==> config.mk <==
export PLATFORM = sky130hd
export DESIGN_NAME = delayed_audio_position_tracker_unit
export DESIGN_NICKNAME = d
export VERILOG_FILES = /design/src/dapt_pkg.sv /design/src/dapt_div.sv /design/src/dapt_ctrl.sv /design/src/dapt_dp.sv /design/src/delayed_audio_position_tracker_unit.sv
export VERILOG_INCLUDE_DIRS = /design/src /design/src/src
export SDC_FILE = /design/constraint.sdc
export NUM_CORES = 2
export LEC_CHECK = 0
export BUFFER_PORTS_ARGS = -buffer_cell sky130_fd_sc_hd__buf_2
export CORE_MARGIN = 4
export CORE_UTILIZATION = 38
export DETAILED_ROUTE_END_ITERATION = 10
export PLACE_DENSITY = 0.65
export SYNTH_ARGS = -nofsm -noshare
export SYNTH_HDL_FRONTEND = slang
export SYNTH_HIERARCHICAL = 1
export SYNTH_SLANG_ARGS = --single-unit
==> constraint.sdc <==
create_clock -name aclk -period 12 [get_ports aclk]
set_input_delay 1.8 -clock aclk [delete_from_list [all_inputs] [get_ports aclk]]
set_output_delay 1.8 -clock aclk [all_outputs]
set_load 0.1 [all_outputs]
==> src/delayed_audio_position_tracker_unit_assert.svh <==
// Assertion macros used by the tracker control FSM.
`ifndef DELAYED_AUDIO_POSITION_TRACKER_UNIT_ASSERT_SVH
`define DELAYED_AUDIO_POSITION_TRACKER_UNIT_ASSERT_SVH

// Same-cycle implication, clocked on aclk, off during reset.
`define DAPT_ASSERT_NOW(lbl, ante, cons, msg) \
    lbl: assert property (@(posedge aclk) disable iff (!aresetn) (ante) |-> (cons)) else $error(msg);

// Next-cycle implication, clocked on aclk, off during reset.
`define DAPT_ASSERT_NEXT(lbl, ante, cons, msg) \
    lbl: assert property (@(posedge aclk) disable iff (!aresetn) (ante) |=> (cons)) else $error(msg);

`endif

==> src/dapt_pkg.sv <==
package dapt_pkg;

    localparam int SAMPLE_RATE     = 44100;
    localparam int BLOCK_ALIGN     = 4;
    localparam int RING_BYTES      = 1048576;
    localparam int MAX_STEP_FRAMES = 4096;

    localparam int SR_W    = $clog2(SAMPLE_RATE + 1);
    localparam int MAX_W   = $clog2(MAX_STEP_FRAMES + 1);
    localparam int DIV_QB  = (SR_W > MAX_W) ? SR_W : MAX_W;
    localparam int BA_QB   = $clog2(BLOCK_ALIGN);
    localparam int RING_W  = $clog2(RING_BYTES);
    localparam int BYTES_W = $clog2(MAX_STEP_FRAMES * BLOCK_ALIGN + 1);
    localparam int LIM_W   = 32 + MAX_W;
    localparam int PROD_W  = 32 + SR_W;
    localparam int FRM_W   = DIV_QB + SR_W + 1;
    localparam int MOD_STEPS = 63;

    localparam int CFG_W    = 32;
    localparam int CFG_IDX_W = 3;
    localparam int IN_DATA_W  = 64;
    localparam int OUT_DATA_W = 192;

    localparam logic [CFG_IDX_W-1:0] CFG_TICK_FREQ = 3'd0;
    localparam logic [CFG_IDX_W-1:0] CFG_LATENCY   = 3'd1;
    localparam logic [CFG_IDX_W-1:0] CFG_PERIOD    = 3'd2;
    localparam logic [CFG_IDX_W-1:0] CFG_NOTIFY_EN = 3'd3;
    localparam logic [CFG_IDX_W-1:0] CFG_DMA_BYTES = 3'd4;

    typedef enum logic [1:0] {
        OP_TICK  = 2'd0,
        OP_START = 2'd1,
        OP_PAUSE = 2'd2,
        OP_STOP  = 2'd3
    } op_t;

    typedef enum logic [2:0] {
        DIV_Q1    = 3'd0,
        DIV_Q2    = 3'd1,
        DIV_LNP   = 3'd2,
        DIV_SRC   = 3'd3,
        DIV_SRCBA = 3'd4
    } div_sel_t;

    typedef struct packed {
        logic     take;
        logic     decode;
        logic     limit;
        logic     sat_chk;
        logic     div_start;
        div_sel_t div_sel;
        logic     mul;
        logic     frm;
        logic     pos;
        logic     play;
        logic     bnd;
        logic     note;
        logic     seg_init;
        logic     len;
        logic     out_fire;
        logic     out_zero;
    } dapt_cmd_t;

    typedef struct packed {
        logic go_tick;
        logic sat;
        logic div_busy;
        logic frames_zero;
        logic notify_on;
        logic seg_last;
    } dapt_stat_t;

endpackage

==> src/dapt_div.sv <==
module dapt_div (
    input  logic        aclk,
    input  logic        aresetn,
    input  logic        start,
    input  logic [31:0] den,
    input  logic [31:0] rem_init,
    input  logic [63:0] num_init,
    input  logic [6:0]  steps,
    output logic        busy,
    output logic [63:0] quot,
    output logic [31:0] rem
);

    logic [6:0]  cnt_reg;
    logic [31:0] den_reg;
    logic [31:0] rem_reg;
    logic [63:0] num_reg;
    logic [32:0] trial;
    logic        ge;

    // restoring step: one quotient bit per cycle
    assign trial = {rem_reg, num_reg[63]};
    assign ge    = trial >= {1'b0, den_reg};
    assign busy  = cnt_reg != 7'd0;
    assign quot  = num_reg;
    assign rem   = rem_reg;

    always_ff @(posedge aclk) begin
        if (!aresetn) begin
            cnt_reg <= 7'd0;
        end else if (start) begin
            cnt_reg <= steps;
        end else if (busy) begin
            cnt_reg <= cnt_reg - 7'd1;
        end
    end

    always_ff @(posedge aclk) begin
        if (start) begin
            den_reg <= den;
            rem_reg <= rem_init;
            num_reg <= num_init;
        end else if (busy) begin
            rem_reg <= ge ? 32'(trial - {1'b0, den_reg}) : trial[31:0];
            num_reg <= {num_reg[62:0], ge};
        end
    end

endmodule

==> src/dapt_ctrl.sv <==
`include "delayed_audio_position_tracker_unit_assert.svh"

module dapt_ctrl (
    input  logic               aclk,
    input  logic               aresetn,
    input  logic               s_tvalid,
    output logic               s_tready,
    output logic               m_tvalid,
    input  logic               m_tready,
    input  dapt_pkg::dapt_stat_t st,
    output dapt_pkg::dapt_cmd_t  cmd
);

    typedef enum logic [23:0] {
        S_IDLE   = 24'h000001,
        S_DECODE = 24'h000002,
        S_LIMIT  = 24'h000004,
        S_SAT    = 24'h000008,
        S_D1     = 24'h000010,
        S_W1     = 24'h000020,
        S_MUL    = 24'h000040,
        S_D2     = 24'h000080,
        S_W2     = 24'h000100,
        S_FRM    = 24'h000200,
        S_POS    = 24'h000400,
        S_PLAY   = 24'h000800,
        S_D3     = 24'h001000,
        S_W3     = 24'h002000,
        S_BND    = 24'h004000,
        S_NOTE   = 24'h008000,
        S_D4     = 24'h010000,
        S_W4     = 24'h020000,
        S_D5     = 24'h040000,
        S_W5     = 24'h080000,
        S_SEGI   = 24'h100000,
        S_LEN    = 24'h200000,
        S_OUT    = 24'h400000,
        S_EMIT   = 24'h800000
    } state_t;

    state_t state_reg, state_next;

    always_ff @(posedge aclk) begin
        if (!aresetn) begin
            state_reg <= S_IDLE;
        end else begin
            state_reg <= state_next;
        end
    end

    always_comb begin
        state_next = state_reg;
        cmd        = '0;
        cmd.div_sel = dapt_pkg::DIV_Q1;
        s_tready   = 1'b0;
        m_tvalid   = 1'b0;
        case (state_reg)
            S_IDLE: begin
                s_tready = 1'b1;
                if (s_tvalid) begin
                    cmd.take   = 1'b1;
                    state_next = S_DECODE;
                end
            end
            S_DECODE: begin
                cmd.decode = 1'b1;
                state_next = st.go_tick ? S_LIMIT : S_EMIT;
            end
            S_LIMIT: begin
                cmd.limit  = 1'b1;
                state_next = S_SAT;
            end
            S_SAT: begin
                cmd.sat_chk = 1'b1;
                state_next  = st.sat ? S_POS : S_D1;
            end
            S_D1: begin
                cmd.div_start = 1'b1;
                cmd.div_sel   = dapt_pkg::DIV_Q1;
                state_next    = S_W1;
            end
            S_W1: begin
                if (!st.div_busy) state_next = S_MUL;
            end
            S_MUL: begin
                cmd.mul    = 1'b1;
                state_next = S_D2;
            end
            S_D2: begin
                cmd.div_start = 1'b1;
                cmd.div_sel   = dapt_pkg::DIV_Q2;
                state_next    = S_W2;
            end
            S_W2: begin
                if (!st.div_busy) state_next = S_FRM;
            end
            S_FRM: begin
                cmd.frm    = 1'b1;
                state_next = S_POS;
            end
            S_POS: begin
                cmd.pos    = 1'b1;
                state_next = st.frames_zero ? S_EMIT : S_PLAY;
            end
            S_PLAY: begin
                cmd.play   = 1'b1;
                state_next = st.notify_on ? S_D3 : S_D4;
            end
            S_D3: begin
                cmd.div_start = 1'b1;
                cmd.div_sel   = dapt_pkg::DIV_LNP;
                state_next    = S_W3;
            end
            S_W3: begin
                if (!st.div_busy) state_next = S_BND;
            end
            S_BND: begin
                cmd.bnd    = 1'b1;
                state_next = S_NOTE;
            end
            S_NOTE: begin
                cmd.note   = 1'b1;
                state_next = S_D4;
            end
            S_D4: begin
                cmd.div_start = 1'b1;
                cmd.div_sel   = dapt_pkg::DIV_SRC;
                state_next    = S_W4;
            end
            S_W4: begin
                if (!st.div_busy) state_next = S_D5;
            end
            S_D5: begin
                cmd.div_start = 1'b1;
                cmd.div_sel   = dapt_pkg::DIV_SRCBA;
                state_next    = S_W5;
            end
            S_W5: begin
                if (!st.div_busy) state_next = S_SEGI;
            end
            S_SEGI: begin
                cmd.seg_init = 1'b1;
                state_next   = S_LEN;
            end
            S_LEN: begin
                cmd.len    = 1'b1;
                state_next = S_OUT;
            end
            S_OUT: begin
                m_tvalid = 1'b1;
                if (m_tready) begin
                    cmd.out_fire = 1'b1;
                    state_next   = st.seg_last ? S_IDLE : S_LEN;
                end
            end
            S_EMIT: begin
                m_tvalid     = 1'b1;
                cmd.out_zero = 1'b1;
                if (m_tready) state_next = S_IDLE;
            end
            default: begin
                state_next = S_IDLE;
            end
        endcase
    end

    `DAPT_ASSERT_NOW(a_no_overlap, s_tready, !m_tvalid, "input taken while a result is pending")
    `DAPT_ASSERT_NEXT(a_take_decode, s_tvalid && s_tready, state_reg == S_DECODE, "accepted item not decoded")
    `DAPT_ASSERT_NOW(a_div_idle, cmd.div_start, !st.div_busy, "divider restarted while busy")
    `DAPT_ASSERT_NEXT(a_last_idle, m_tvalid && m_tready && (st.seg_last || cmd.out_zero), s_tready, "no return to idle after final result")

endmodule

==> src/dapt_dp.sv <==
module dapt_dp (
    input  logic                                 aclk,
    input  logic                                 aresetn,
    input  logic                                 cfg_wr_en,
    input  logic [dapt_pkg::CFG_IDX_W-1:0]       cfg_index,
    input  logic [dapt_pkg::CFG_W-1:0]           cfg_data,
    input  logic [dapt_pkg::IN_DATA_W-1:0]       s_tdata,
    input  logic [1:0]                           s_tuser,
    output logic [dapt_pkg::OUT_DATA_W-1:0]      m_tdata,
    output logic                                 m_tlast,
    input  dapt_pkg::dapt_cmd_t                  cmd,
    output dapt_pkg::dapt_stat_t                 st
);

    localparam int RW = dapt_pkg::RING_W;
    localparam int BW = dapt_pkg::BYTES_W;

    // configuration
    logic [31:0] tf_reg;
    logic [23:0] lat_reg;
    logic [23:0] per_reg;
    logic        ne_reg;
    logic [28:0] dma_reg;

    // item and tracking state
    logic [1:0]  op_reg;
    logic [62:0] now_reg;
    logic        running_reg;
    logic [62:0] last_cnt_reg;
    logic [62:0] cons_reg;
    logic [62:0] play_reg;
    logic [62:0] lnp_reg;

    // work registers
    logic [62:0]                      delta_reg;
    logic [dapt_pkg::LIM_W-1:0]       lim_reg;
    logic [dapt_pkg::DIV_QB-1:0]      q1_reg;
    logic [dapt_pkg::PROD_W-1:0]      prod_reg;
    logic [dapt_pkg::MAX_W-1:0]       frames_reg;
    logic [62:0]                      prev_reg;
    logic [63:0]                      bnd_reg;
    logic                             notify_reg;
    logic [27:0]                      src_reg;
    logic [RW-1:0]                    dst_reg;
    logic [BW-1:0]                    left_reg;
    logic [BW-1:0]                    len_reg;
    logic [1:0]                       k_reg;

    // divider
    logic [63:0] n64;
    logic [31:0] div_den;
    logic [6:0]  div_steps;
    logic        div_busy;
    logic [63:0] div_quot;
    logic [31:0] div_rem;

    logic [dapt_pkg::FRM_W-1:0] frm_sum;
    logic [63:0]                dst_prod;
    logic [31:0]                len_a, len_b, len_c, len_ab;
    logic [28:0]                src_sum;
    logic [RW:0]                dst_sum;

    always_comb begin
        case (cmd.div_sel)
            dapt_pkg::DIV_Q1: begin
                n64 = {1'b0, delta_reg};
                div_den = tf_reg;
                div_steps = 7'(dapt_pkg::DIV_QB);
            end
            dapt_pkg::DIV_Q2: begin
                n64 = 64'(prod_reg);
                div_den = tf_reg;
                div_steps = 7'(dapt_pkg::DIV_QB);
            end
            dapt_pkg::DIV_LNP: begin
                n64 = {1'b0, lnp_reg};
                div_den = 32'(per_reg);
                div_steps = 7'(dapt_pkg::MOD_STEPS);
            end
            dapt_pkg::DIV_SRC: begin
                n64 = {1'b0, prev_reg};
                div_den = 32'(dma_reg);
                div_steps = 7'(dapt_pkg::MOD_STEPS);
            end
            dapt_pkg::DIV_SRCBA: begin
                n64 = 64'(div_rem) * 64'(dapt_pkg::BLOCK_ALIGN);
                div_den = 32'(dma_reg);
                div_steps = 7'(dapt_pkg::BA_QB);
            end
            default: begin
                n64 = 64'd0;
                div_den = 32'd0;
                div_steps = 7'd0;
            end
        endcase
    end

    dapt_div u_div (
        .aclk     (aclk),
        .aresetn  (aresetn),
        .start    (cmd.div_start),
        .den      (div_den),
        .rem_init (32'(n64 >> div_steps)),
        .num_init (n64 << (7'd64 - div_steps)),
        .steps    (div_steps),
        .busy     (div_busy),
        .quot     (div_quot),
        .rem      (div_rem)
    );

    assign frm_sum = dapt_pkg::FRM_W'(q1_reg) * dapt_pkg::FRM_W'(dapt_pkg::SAMPLE_RATE)
                   + dapt_pkg::FRM_W'(div_quot[dapt_pkg::DIV_QB-1:0]);
    assign dst_prod = 64'(prev_reg[RW-1:0]) * 64'(dapt_pkg::BLOCK_ALIGN);
    assign len_a  = 32'(left_reg);
    assign len_b  = 32'(dma_reg) - 32'(src_reg);
    assign len_c  = 32'(dapt_pkg::RING_BYTES) - 32'(dst_reg);
    assign len_ab = (len_a < len_b) ? len_a : len_b;
    assign src_sum = 29'(src_reg) + 29'(len_reg);
    assign dst_sum = (RW+1)'(dst_reg) + (RW+1)'(len_reg);

    assign st.go_tick = (op_reg == dapt_pkg::OP_TICK) && running_reg && (dma_reg != 29'd0)
                        && (now_reg > last_cnt_reg) && (tf_reg != 32'd0);
    assign st.sat         = 64'(delta_reg) >= 64'(lim_reg);
    assign st.div_busy    = div_busy;
    assign st.frames_zero = frames_reg == '0;
    assign st.notify_on   = (per_reg != 24'd0) && ne_reg;
    assign st.seg_last    = (left_reg == len_reg) || (k_reg == 2'd2);

    always_ff @(posedge aclk) begin
        if (!aresetn) begin
            tf_reg  <= 32'd10000000;
            lat_reg <= 24'd0;
            per_reg <= 24'd0;
            ne_reg  <= 1'b0;
            dma_reg <= 29'd708608;
        end else if (cfg_wr_en) begin
            case (cfg_index)
                dapt_pkg::CFG_TICK_FREQ: tf_reg  <= cfg_data;
                dapt_pkg::CFG_LATENCY:   lat_reg <= cfg_data[23:0];
                dapt_pkg::CFG_PERIOD:    per_reg <= cfg_data[23:0];
                dapt_pkg::CFG_NOTIFY_EN: ne_reg  <= cfg_data[0];
                dapt_pkg::CFG_DMA_BYTES: dma_reg <= cfg_data[28:0];
                default: ;
            endcase
        end
    end

    always_ff @(posedge aclk) begin
        if (!aresetn) begin
            running_reg  <= 1'b0;
            last_cnt_reg <= 63'd0;
            cons_reg     <= 63'd0;
            play_reg     <= 63'd0;
            lnp_reg      <= 63'd0;
            notify_reg   <= 1'b0;
        end else begin
            if (cmd.decode) begin
                notify_reg <= 1'b0;
                case (op_reg)
                    dapt_pkg::OP_START: begin
                        if (!running_reg) begin
                            running_reg  <= 1'b1;
                            last_cnt_reg <= now_reg;
                            lnp_reg      <= 63'd0;
                        end
                    end
                    dapt_pkg::OP_PAUSE: running_reg <= 1'b0;
                    dapt_pkg::OP_STOP: begin
                        running_reg <= 1'b0;
                        cons_reg    <= 63'd0;
                        play_reg    <= 63'd0;
                        lnp_reg     <= 63'd0;
                    end
                    default: begin
                        if (running_reg && dma_reg != 29'd0) last_cnt_reg <= now_reg;
                    end
                endcase
            end
            if (cmd.pos && frames_reg != '0) begin
                cons_reg <= cons_reg + 63'(frames_reg);
            end
            if (cmd.play) begin
                play_reg <= (cons_reg > 63'(lat_reg)) ? cons_reg - 63'(lat_reg) : 63'd0;
            end
            if (cmd.note && ({1'b0, play_reg} >= bnd_reg)) begin
                notify_reg <= 1'b1;
                lnp_reg    <= play_reg;
            end
        end
    end

    always_ff @(posedge aclk) begin
        if (cmd.take) begin
            op_reg  <= s_tuser;
            now_reg <= s_tdata[62:0];
        end
        if (cmd.decode) delta_reg <= now_reg - last_cnt_reg;
        if (cmd.limit) begin
            lim_reg <= dapt_pkg::LIM_W'(tf_reg) * dapt_pkg::LIM_W'(dapt_pkg::MAX_STEP_FRAMES);
        end
        if (cmd.sat_chk) frames_reg <= dapt_pkg::MAX_W'(dapt_pkg::MAX_STEP_FRAMES);
        if (cmd.mul) begin
            q1_reg   <= div_quot[dapt_pkg::DIV_QB-1:0];
            prod_reg <= dapt_pkg::PROD_W'(div_rem) * dapt_pkg::PROD_W'(dapt_pkg::SAMPLE_RATE);
        end
        if (cmd.frm) begin
            frames_reg <= (frm_sum > dapt_pkg::FRM_W'(dapt_pkg::MAX_STEP_FRAMES))
                        ? dapt_pkg::MAX_W'(dapt_pkg::MAX_STEP_FRAMES)
                        : dapt_pkg::MAX_W'(frm_sum);
        end
        if (cmd.pos) prev_reg <= cons_reg;
        if (cmd.bnd) bnd_reg <= {1'b0, lnp_reg} - 64'(div_rem) + 64'(per_reg);
        if (cmd.seg_init) begin
            src_reg  <= div_rem[27:0];
            dst_reg  <= dst_prod[RW-1:0];
            left_reg <= BW'(32'(frames_reg) * 32'(dapt_pkg::BLOCK_ALIGN));
            k_reg    <= 2'd0;
        end
        if (cmd.len) len_reg <= BW'((len_ab < len_c) ? len_ab : len_c);
        if (cmd.out_fire) begin
            left_reg <= left_reg - len_reg;
            k_reg    <= k_reg + 2'd1;
            src_reg  <= (src_sum == dma_reg) ? 28'd0 : src_sum[27:0];
            dst_reg  <= dst_sum[RW-1:0];
        end
    end

    assign m_tdata = {2'b00,
                      cmd.out_zero ? 15'd0 : 15'(len_reg),
                      cmd.out_zero ? 20'd0 : 20'(dst_reg),
                      cmd.out_zero ? 28'd0 : src_reg,
                      notify_reg, play_reg, cons_reg};
    assign m_tlast = cmd.out_zero || st.seg_last;

endmodule

==> src/delayed_audio_position_tracker_unit.sv <==
// Delayed audio position tracker.
// Input channel (s_*): one transaction per command; s_tuser carries the operation
// (tick, start, pause, stop), s_tdata the 63-bit counter value.
// Output channel (m_*): one to three result transactions per command, m_tlast on
// the final one. Each carries both positions, the notify flag and one copy segment.
// Configuration: cfg_wr_en/cfg_index/cfg_data write one register per cycle;
// write only while the block is idle.
// Commands are handled one at a time; s_tready is high only while idle.
// Start, pause, stop and inactive ticks: decoded, then one zero-segment result.
// Active tick: all divisions run on one shared restoring divider, one bit a cycle:
// two frame divisions of DIV_QB steps (16 by default) and two 63-step modulos
// (the period modulo only with notifications on), plus a short one for the block
// alignment; after the first result, each further segment passes through a length
// state and an output state. A saturated step skips the frame divisions.
// A stalled receiver holds the current result; nothing is dropped.
// Reset restores the register defaults, stops the stream and clears positions.
module delayed_audio_position_tracker_unit (
    input  logic         aclk,
    input  logic         aresetn,
    input  logic         cfg_wr_en,
    input  logic [2:0]   cfg_index,
    input  logic [31:0]  cfg_data,
    input  logic         s_tvalid,
    output logic         s_tready,
    input  logic [63:0]  s_tdata,   // [62:0] counter_now
    input  logic [1:0]   s_tuser,   // [1:0] operation
    output logic         m_tvalid,
    input  logic         m_tready,
    // [62:0] consumed_frames, [125:63] played_frames, [126] notify,
    // [154:127] copy_src_offset, [174:155] copy_dst_offset, [189:175] copy_bytes
    output logic [191:0] m_tdata,
    output logic         m_tlast
);

    dapt_pkg::dapt_cmd_t  cmd;
    dapt_pkg::dapt_stat_t st;

    dapt_ctrl u_ctrl (
        .aclk     (aclk),
        .aresetn  (aresetn),
        .s_tvalid (s_tvalid),
        .s_tready (s_tready),
        .m_tvalid (m_tvalid),
        .m_tready (m_tready),
        .st       (st),
        .cmd      (cmd)
    );

    dapt_dp u_dp (
        .aclk      (aclk),
        .aresetn   (aresetn),
        .cfg_wr_en (cfg_wr_en),
        .cfg_index (cfg_index),
        .cfg_data  (cfg_data),
        .s_tdata   (s_tdata),
        .s_tuser   (s_tuser),
        .m_tdata   (m_tdata),
        .m_tlast   (m_tlast),
        .cmd       (cmd),
        .st        (st)
    );

endmodule
==> impl_metrics.csv <==
group,metric,value,unit
clock_network,clk_latency,0.76,ns
job,drv_cap,0,
routing,num_vias,58058,
clock_network,cts_tree,"done",
critical_path,critPathCaptureType,"flip-flop",
clock_network,cts_setup_buffers,0,
synth,ys_warn_count,6,
die,ios,301,
synth,synthTopCellsByArea,"edfxtp_1 (24%), ha_1 (13%), dfxtp_1 (11%)",
hold_path,hp-class,"reg -> reg",
clock_network,clk_pin_slew_worst_paths,0.06,ns
synth,synth_compound_area_share,16.1,%
synth,synth_adder_area_share,17.8,%
cells_and_area,ff_latch_area,25000,um^2
clock_network,cts_buffers,107,
die,num_rows,157,
sta,slew_headroom,16.0,%
sta,period_share,66.7,%
grt,grt_max_degree,87,
routing,viasPerCell,5.63,
sta,timing.fmax,125,MHz
synth,avgSynthCellArea,9.30,um^2
synth,synth-seq-cells,965,
sta,setup_viol,0,
synth,synth_cells,7560,
routing,first_pass_iters,6,
synth,synth_top_cell_by_area,"edfxtp_1",
synth,ys_types,108,
grt,grt_util_all_layers,23.6,%
sta,tns,0,ns
clock_network,cts_htree_levels,3,
critical_path,crit_path_start_kind,"flip-flop",
synth,synthMuxAreaShare,4.52,%
synth,synth_most_common_cell,"inv_1",
sta,hold_viol,0,
cells_and_area,multiInputGateArea,40900,um^2
clock_network,cts_resized,0,
critical_path,worst_ep_arrival_time,8.51,ns
outcome,status,"completed",
placement,place.gp.congestion,0.978,
grt,antenna_found_initial,29,
grt,grt_pass1_vias,56183,
synth,synthSimpleGateAreaFrac,14.7,%
sta,fin_skew,0.0429,ns
clock_network,cts-root-buf,"clkbuf_16",
synth,synth_edf_count,570,
synth,yosysSeqAreaShare,35.6,%
synth,synth_commonest_cells,"inv_1 (879), ha_1 (712), nor2_1 (593), nand2_1 (576), edfxtp_1 (570)",
synth,synth_top_flop_cell,"edfxtp_1",
sta,worstMarginPinSlew,1.25,ns
sta,rsz0062_at_grt,"false",
critical_path,worst-path-max-fanout,15,
critical_path,required,12.51,ns
routing,wire_per_inst,22.7,um
die,chipHeight,438,um
critical_path,path_common_cell,"inv_1",
synth,netlist_area,70300,um^2
clock_network,cts.sinks,965,
synth,async_flop_share,0,%
cells_and_area,fillers,17961,
placement,dp_hpwl,182000,um
cells_and_area,drive_gt1_share,9.50,%
die,start_util,38.3,%
placement,numPortBuffers,297,
cells_and_area,area_growth,10.9,%
routing,ant_nets,0,
sta,report.final.slew_viol_count,0,
die,die_area,192000,um^2
sta,min_period,8.00,ns
grt,overflow,0,
critical_path,path_class,"reg -> reg",
cells_and_area,layout.nets,8742,
routing,wl,234000,um
synth,synth_top_family_by_area,"adder cells",
routing,initialDrtViolationCount,5118,
die,fp.coreArea,183000,um^2
critical_path,cpPeakStageDelay,0.72,ns
routing,drc_errors,0,
clock_network,cts_buffer_depth,3,
die,die_w,438,um
synth,synth_xor_area_share,4.82,%
synth,synth_top_area_share,24.3,%
grt,grt_pass1_wl,348000,um
critical_path,cp_slowest_cell,"a211o_1",
clock_network,holdBufCountCts,0,
-- stage by stage --
stage	area, um^2	cells	worst slack, ns	hold WS [ns]	utilization, %
3_5_place_dp	74400	10100	4.16	0.448	40.5
3_3_place_gp	74400	10100	4.12	0.447	40.5
4_1_cts	78000	10302	4.12	0.457	42.5
6_report	78000	10321	4.00	0.456	42.5
2_1_floorplan	70400	7569	4.30	0.436	-
5_1_grt	78000	10314	3.62	0.483	42.5
-- area by class of cell --
type	instances	area share, %
diodes	19	0.0610
flip-flops and latches	965	32.1
multi-input cells	5422	52.5
clock buffers	140	3.89
inverters	880	4.25
clock inverters	62	0.714
repair buffers	369	2.60
well taps	2464	3.95
-- worst max-delay path: cells and delay by family, from the launching register on --
family,cells,cell delay (ns)
compound gates,14,3.82
xor+xnor,1,0.27
simple gates,6,0.87
mux,2,0.60
buf+inv,5,0.60
fa+ha+maj,4,1.20
flops,1,0.39
-- worst paths after layout --
kind | startpoint | to | slack [ns] | cells past startpoint
min | u_dp/lat_reg[4] | u_dp/lat_reg[4] | 0.46 | 2
min reg2reg | u_dp/lat_reg[4] | u_dp/lat_reg[4] | 0.46 | 2
max reg2reg | u_dp/dma_reg[0] | u_dp/len_reg[1] | 4.00 | 32
max | u_dp/dma_reg[0] | u_dp/len_reg[1] | 4.00 | 32
-- logic make-up (layout without fill, tap and decap cells) --
| family | after synthesis | in the layout |
|---|---|---|
| multiplexers | 295 | 295 |
| other | 1 | 29 |
| AO/OA/AOI/OAI | 1723 | 1723 |
| AND/OR/NAND/NOR | 2124 | 2124 |
| XOR/XNOR | 379 | 379 |
| buffers and inverters | 1182 | 1451 |
| flip-flops | 965 | 965 |
| adder cells (fa/ha/maj) | 891 | 891 |
-- routing by layer --
metal,vias to the layer above,track usage (%),routed length [um]
met5,-,0,13
met4,2,13.7,14600
met3,502,3.67,15400
met2,2218,38.7,109000
met1,28092,29.5,95600
li1,27244,-,-
-- cells in the final DEF (no fill, tap or decap), types with 77 or more instances in the layout --
cell type,netlist,final
edfxtp_1,570,570
mux2_2,90,90
xnor2_1,235,235
mux2i_1,195,195
nand4_1,112,112
nor3_1,125,123
buf_2,20,297
nand3_1,140,140
a21oi_1,557,555
clkbuf_16,0,115
ha_1,712,712
nand2_1,576,575
dfxtp_1,395,395
xor2_1,139,139
nor2b_1,138,136
fa_1,179,179
a21o_1,203,203
inv_1,879,877
o21ai_0,244,244
nor2_1,593,592
o21a_1,77,77
Power is not shown: default switching activity piles up to over one toggle a cycle in this logic, so the estimate is an artifact.
